===== src/rtl/variable_coeff_five_point_operator_assert.svh =====
// Assertion macros for the five-point operator RTL.
// Used by the top level only; no other dependencies.
`ifndef VARIABLE_COEFF_FIVE_POINT_OPERATOR_ASSERT_SVH
`define VARIABLE_COEFF_FIVE_POINT_OPERATOR_ASSERT_SVH

// Same-cycle implication, checked out of reset only.
`define VCFPO_ASSERT_SAME(lbl, clk, rstn, ante, cons) \
    lbl: assert property (@(posedge clk) disable iff (!(rstn)) (ante) |-> (cons)) \
        else $error("vcfpo: same-cycle check failed");

// Next-cycle implication, checked out of reset only.
`define VCFPO_ASSERT_NEXT(lbl, clk, rstn, ante, cons) \
    lbl: assert property (@(posedge clk) disable iff (!(rstn)) (ante) |=> (cons)) \
        else $error("vcfpo: next-cycle check failed");

`endif


===== src/rtl/vcfpo_pkg.sv =====
// Shared types and constants for the five-point operator.
// No dependencies; imported by vcfpo_mul and the top level.
`timescale 1ns / 1ps

package vcfpo_pkg;

    // fixed field widths
    localparam int W_W        = 40;   // grid values, signed
    localparam int STEP_W     = 24;   // mesh steps, unsigned Q0.24
    localparam int INV_W      = 32;   // reciprocal squared steps, Q24.8
    localparam int OUT_W      = 64;   // result, signed
    localparam int CFG_IDX_W  = 3;
    localparam int CFG_DATA_W = 32;

    // operand chunk for the pipelined multipliers
    localparam int MUL_CHUNK  = 32;

    // k = 4 + x with x = -1 + row*hx  ->  3 + row*hx
    localparam int K_OFFSET   = 3;
    // x + y = row*hx + col*hy - 3
    localparam int ORIGIN_SUM = 3;

    // register reset values
    localparam int                 LAST_ROW_RST = 500;
    localparam int                 LAST_COL_RST = 1000;
    localparam logic [STEP_W-1:0]  STEP_X_RST   = 24'd100663;
    localparam logic [STEP_W-1:0]  STEP_Y_RST   = 24'd67109;
    localparam logic [INV_W-1:0]   INV_X_RST    = 32'd7111111;
    localparam logic [INV_W-1:0]   INV_Y_RST    = 32'd16000000;

    typedef enum logic [CFG_IDX_W-1:0] {
        CFG_LAST_ROW = 3'd0,
        CFG_LAST_COL = 3'd1,
        CFG_STEP_X   = 3'd2,
        CFG_STEP_Y   = 3'd3,
        CFG_INV_X    = 3'd4,
        CFG_INV_Y    = 3'd5
    } cfg_reg_t;

endpackage


===== src/rtl/vcfpo_mul.sv =====
// Three-stage signed multiplier: chunk products, row sums, final sum.
// Depends on vcfpo_pkg (MUL_CHUNK).
`timescale 1ns / 1ps

module vcfpo_mul #(
    parameter int AW = 40,
    parameter int BW = 40
) (
    input  logic                     aclk,
    input  logic [2:0]               en,
    input  logic signed [AW-1:0]     a,
    input  logic signed [BW-1:0]     b,
    output logic signed [AW+BW-1:0]  p
);
    import vcfpo_pkg::*;

    localparam int CH = MUL_CHUNK;
    localparam int NA = (AW + CH - 1) / CH;
    localparam int NB = (BW + CH - 1) / CH;
    localparam int PW = AW + BW;
    localparam int QW = 2 * CH + 2;

    logic signed [NA*CH-1:0] a_ext;
    logic signed [NB*CH-1:0] b_ext;
    logic signed [CH:0]      a_ch [NA];
    logic signed [CH:0]      b_ch [NB];
    logic signed [QW-1:0]    pp_reg [NA][NB];
    logic [PW-1:0]           row_next [NA];
    logic [PW-1:0]           row_reg  [NA];
    logic [PW-1:0]           p_next;
    logic [PW-1:0]           p_reg;

    assign a_ext = (NA*CH)'(a);
    assign b_ext = (NB*CH)'(b);

    // top chunk carries the sign, lower chunks are zero-extended
    for (genvar gi = 0; gi < NA; gi++) begin : g_ach
        if (gi == NA - 1) begin : g_top
            assign a_ch[gi] = {a_ext[NA*CH-1], a_ext[gi*CH +: CH]};
        end else begin : g_low
            assign a_ch[gi] = {1'b0, a_ext[gi*CH +: CH]};
        end
    end
    for (genvar gj = 0; gj < NB; gj++) begin : g_bch
        if (gj == NB - 1) begin : g_top
            assign b_ch[gj] = {b_ext[NB*CH-1], b_ext[gj*CH +: CH]};
        end else begin : g_low
            assign b_ch[gj] = {1'b0, b_ext[gj*CH +: CH]};
        end
    end

    always_ff @(posedge aclk) begin
        if (en[0]) begin
            for (int i = 0; i < NA; i++) begin
                for (int j = 0; j < NB; j++) begin
                    pp_reg[i][j] <= a_ch[i] * b_ch[j];
                end
            end
        end
    end

    // modulo 2^PW sums; the full product fits PW bits
    always_comb begin
        for (int i = 0; i < NA; i++) begin
            row_next[i] = '0;
            for (int j = 0; j < NB; j++) begin
                row_next[i] = row_next[i] + (PW'(pp_reg[i][j]) << (j * CH));
            end
        end
    end

    always_ff @(posedge aclk) begin
        if (en[1]) begin
            row_reg <= row_next;
        end
    end

    always_comb begin
        p_next = '0;
        for (int i = 0; i < NA; i++) begin
            p_next = p_next + (row_reg[i] << (i * CH));
        end
    end

    always_ff @(posedge aclk) begin
        if (en[2]) begin
            p_reg <= p_next;
        end
    end

    assign p = $signed(p_reg);

endmodule


===== config.mk =====
export PLATFORM = sky130hd
export DESIGN_NAME = vcfpo_mul
export DESIGN_NICKNAME = d
export VERILOG_FILES = /design/src/rtl/variable_coeff_five_point_operator_assert.svh /design/src/rtl/vcfpo_pkg.sv /design/src/rtl/vcfpo_mul.sv
export SDC_FILE = /design/constraint.sdc
export NUM_CORES = 2
export LEC_CHECK = 0
export CAP_MARGIN = 15
export CORE_MARGIN = 1
export CORE_UTILIZATION = 49
export CTS_BUF_LIST = sky130_fd_sc_hd__clkbuf_4 sky130_fd_sc_hd__clkbuf_8
export DETAILED_ROUTE_END_ITERATION = 16
export DONT_BUFFER_PORTS = 1
export GPL_TIMING_DRIVEN = 0
export SYNTH_ARGS = -nofsm -noshare
export SYNTH_HDL_FRONTEND = slang
export SYNTH_SLANG_ARGS = --single-unit

===== constraint.sdc =====
create_clock -name aclk -period 23.5 [get_ports aclk]
set_input_delay 1.175 -clock aclk [delete_from_list [all_inputs] [get_ports aclk]]
set_output_delay 1.175 -clock aclk [all_outputs]
set_load 0.02 [all_outputs]

==> summary.txt <==
Yosys
  • #FFs+latches synth: 370
  • Sequential area share after synthesis: 0.161
  • Number of flops mapped to enable cells by yosys: 370
  • Commonest register cell after synthesis: edfxtp_1
  • Syn_nets: 9090
  • Post-Synthesis Cell Area: 0.0691 mm2
  • FFs w/ async S/R, synth: 0
  • Cell count after synthesis: 7122
  • Top cells by area, synth: fa_1 (38%), edfxtp_1 (16%), ha_1 (10%)
  • Syn avg cell area: 9.70 um2
  • Share of the synthesized area in the top cell type: 0.381
  • Ys Warns: 0
  • Synth cell types: 81
  • Count leader, synth: inv_1
  • Most frequent cells after synthesis: inv_1 (1444), fa_1 (1316), and2_1 (944)
  • Area leader, netlist: fa_1

STA
  • Minimum clock period: 10450 ps
  • Clk_skew: 78.8 ps
  • Endpoints failing hold: 0
  • Max Clk Rate: 95.7 MHz
  • Total negative slack: 0 ps
  • Max Slew Vio Count: 0
  • Final WS setup: 13050 ps
  • Max_slew headroom: 0.0830
  • Crit share post-route: 0.445
  • Hold WS: 380 ps
  • Final setup viols: 0
  • RSZ-0062 raised after global routing: false
  • Tightest Pin Transition: 1380 ps

Global routing
  • GRT met2 Usage: 0.509
  • Total track usage: 0.348
  • GRT Residual Overflow: 0
  • Largest net degree at the start of global routing: 163
  • Met3 Usage GRT: 0.0843
  • Initial antenna violation count: 55
  • Global-route wire length before repair: 352000 um
  • Number of global-route vias before repair: 52235
  • Met1 Use GR: 0.478
  • Most Crowded Layer GR: met2

Outcome
  • Status: finished clean

Clock tree
  • Later-pin clock latency in the skew report: 830 ps
  • Post-CTS Setup Repair Bufs: 0
  • CTS buffer count: 67
  • H-Tree Depth: 3
  • Clk root buf: clkbuf_8
  • Worst-path clk slew: 60 ps
  • CTS tree: done
  • Longest Clk Path Bufs: 3
  • Sink Count: 370
  • Hold-fix buffers at CTS: 0
  • Post_cts resized: 0

Routing
  • Via count: 51816
  • Drt pass-1 iters: 6
  • WL/cell: 26.6 um
  • Post-route ant nets: 0
  • Via-to-Cell Ratio: 5.66
  • DRT iter0 DRCs: 5334
  • DRC viols: 0
  • WL final: 243000 um

Critical path
  • WS Path Type: input port to flop
  • Worst reg2reg path endpoint: row_reg[154]
  • CP endpoint kind: flop
  • R2R Setup Slk: 19200 ps
  • Reg2reg start: pp_reg[0][98]
  • Critical Path Source Type: input port
  • CP max FO: 10
  • R2R depth: 13
  • Worst EP arrival: 10970 ps
  • Required time of the critical path: 24020 ps

Floorplan
  • Die Span X: 378 um
  • Die Area: 0.143 mm2
  • IO Count: 164
  • Core area: 0.140 mm2
  • Starting Density: 0.495
  • Die height: 378 um
  • Row count: 137

Final layout
  • Finished Cell Area: 0.0731 mm2
  • Area delta synth->final: 5.72%
  • Nets@finish: 9167
  • Share of layout cells above drive strength 1: 0.0232
  • Fillers: 13052
  • Largest register FFs: 162

Place
  • Post-place setup slack: 12680 ps
  • Post-DP HPWL: 199000 um
  • Placed cell area: 0.0715 mm2
  • IO buf count: 0
  • Placer Congestion: 1.07

Flow run
  • Max Cap Violations: 0

Hold path
  • Hold depth: 0
  • Worst hold start: pp_reg[0][84]
  • Worst hold path endpoint: row_reg[98]
  • Hold Path Class: flop to flop
-- cell families (layout without fill, tap and decap cells) --
group           count (synthesis)  count (layout)  synth area share
xor+xnor                      233             233            0.0295
flops                         370             370             0.161
compound gates                686             686            0.0661
mux                             1               1          0.000145
fa+ha+maj                    1884            1884             0.484
other cells                     0              20                 0
buf+inv                      1814            1943            0.0988
simple gates                 2134            2134             0.161
-- critical path, stage by stage --
cell	delay [ps]
clkbuf_1	970
nand2_1	160
fa_1	510
fa_1	580
fa_1	490
fa_1	550
inv_1	50
fa_1	580
fa_1	460
fa_1	500
inv_1	50
fa_1	470
inv_1	50
ha_1	260
clkbuf_1	370
nand4_1	350
nor3_1	660
nand2_1	290
a31oi_1	470
nor3_1	190
buf_4	230
a31oi_1	380
a31o_2	260
a31oi_1	180
o31ai_1	330
xor2_1	380
-- layer usage --
layer	up-vias	wire length, um
met2	2798	103000
met1	26504	98300
met5	-	47
met3	554	27200
met4	6	14700
li1	21954	-
-- worst max path at each step --
stage | from | end | slack (ps) | cells after the start
floorplan | a[29] | pp_reg[0][124] | 15300 | 27
global placement | a[29] | pp_reg[0][128] | 12420 | 27
detailed placement | a[20] | pp_reg[0][128] | 12680 | 26
CTS | a[20] | pp_reg[0][128] | 13490 | 26
global route | b[3] | pp_reg[0][128] | 13060 | 28
finish | a[20] | pp_reg[0][128] | 13050 | 26
-- cell type report --
type | count | area (um2) | share of cell area
Multi-Input combinational cell | 4938 | 51200 | 0.700
Sequential cell | 370 | 11100 | 0.152
Inverter | 1444 | 5420 | 0.0742
Tap cell | 1876 | 2350 | 0.0321
Buffer | 370 | 1410 | 0.0193
Clock buffer | 87 | 1070 | 0.0147
Clock inverter | 34 | 377 | 0.00515
Timing Repair Buffer | 8 | 109 | 0.00149
Antenna cell | 20 | 50.0 | 0.000685
-- stage by stage --
stage	instances	utilization
after detailed placement	9001	0.512
after CTS	9122	0.522
after floorplan	7122	-
final	9147	0.523
after global placement	8998	0.512
after global routing	9128	0.523
-- cell usage in the layout (no fill, tap or decap), types with 33 or more instances in the layout --
master,synthesis,layout
a21o_1,124,124
a21oi_1,209,209
and2_1,944,944
clkbuf_1,357,357
clkbuf_8,0,67
edfxtp_1,370,370
fa_1,1316,1316
ha_1,568,568
inv_1,1444,1444
nand2_1,744,744
nand2b_1,89,89
nand3_1,42,42
nand4_1,33,33
nor2_1,136,136
nor2b_1,34,34
nor3_1,36,36
o21a_1,33,33
o21ai_0,113,113
xnor2_1,163,163
xor2_1,70,70
Power is left out: the tool's default activity adds up to more than one toggle a clock period on the data nets, which glitch-free logic cannot reach.
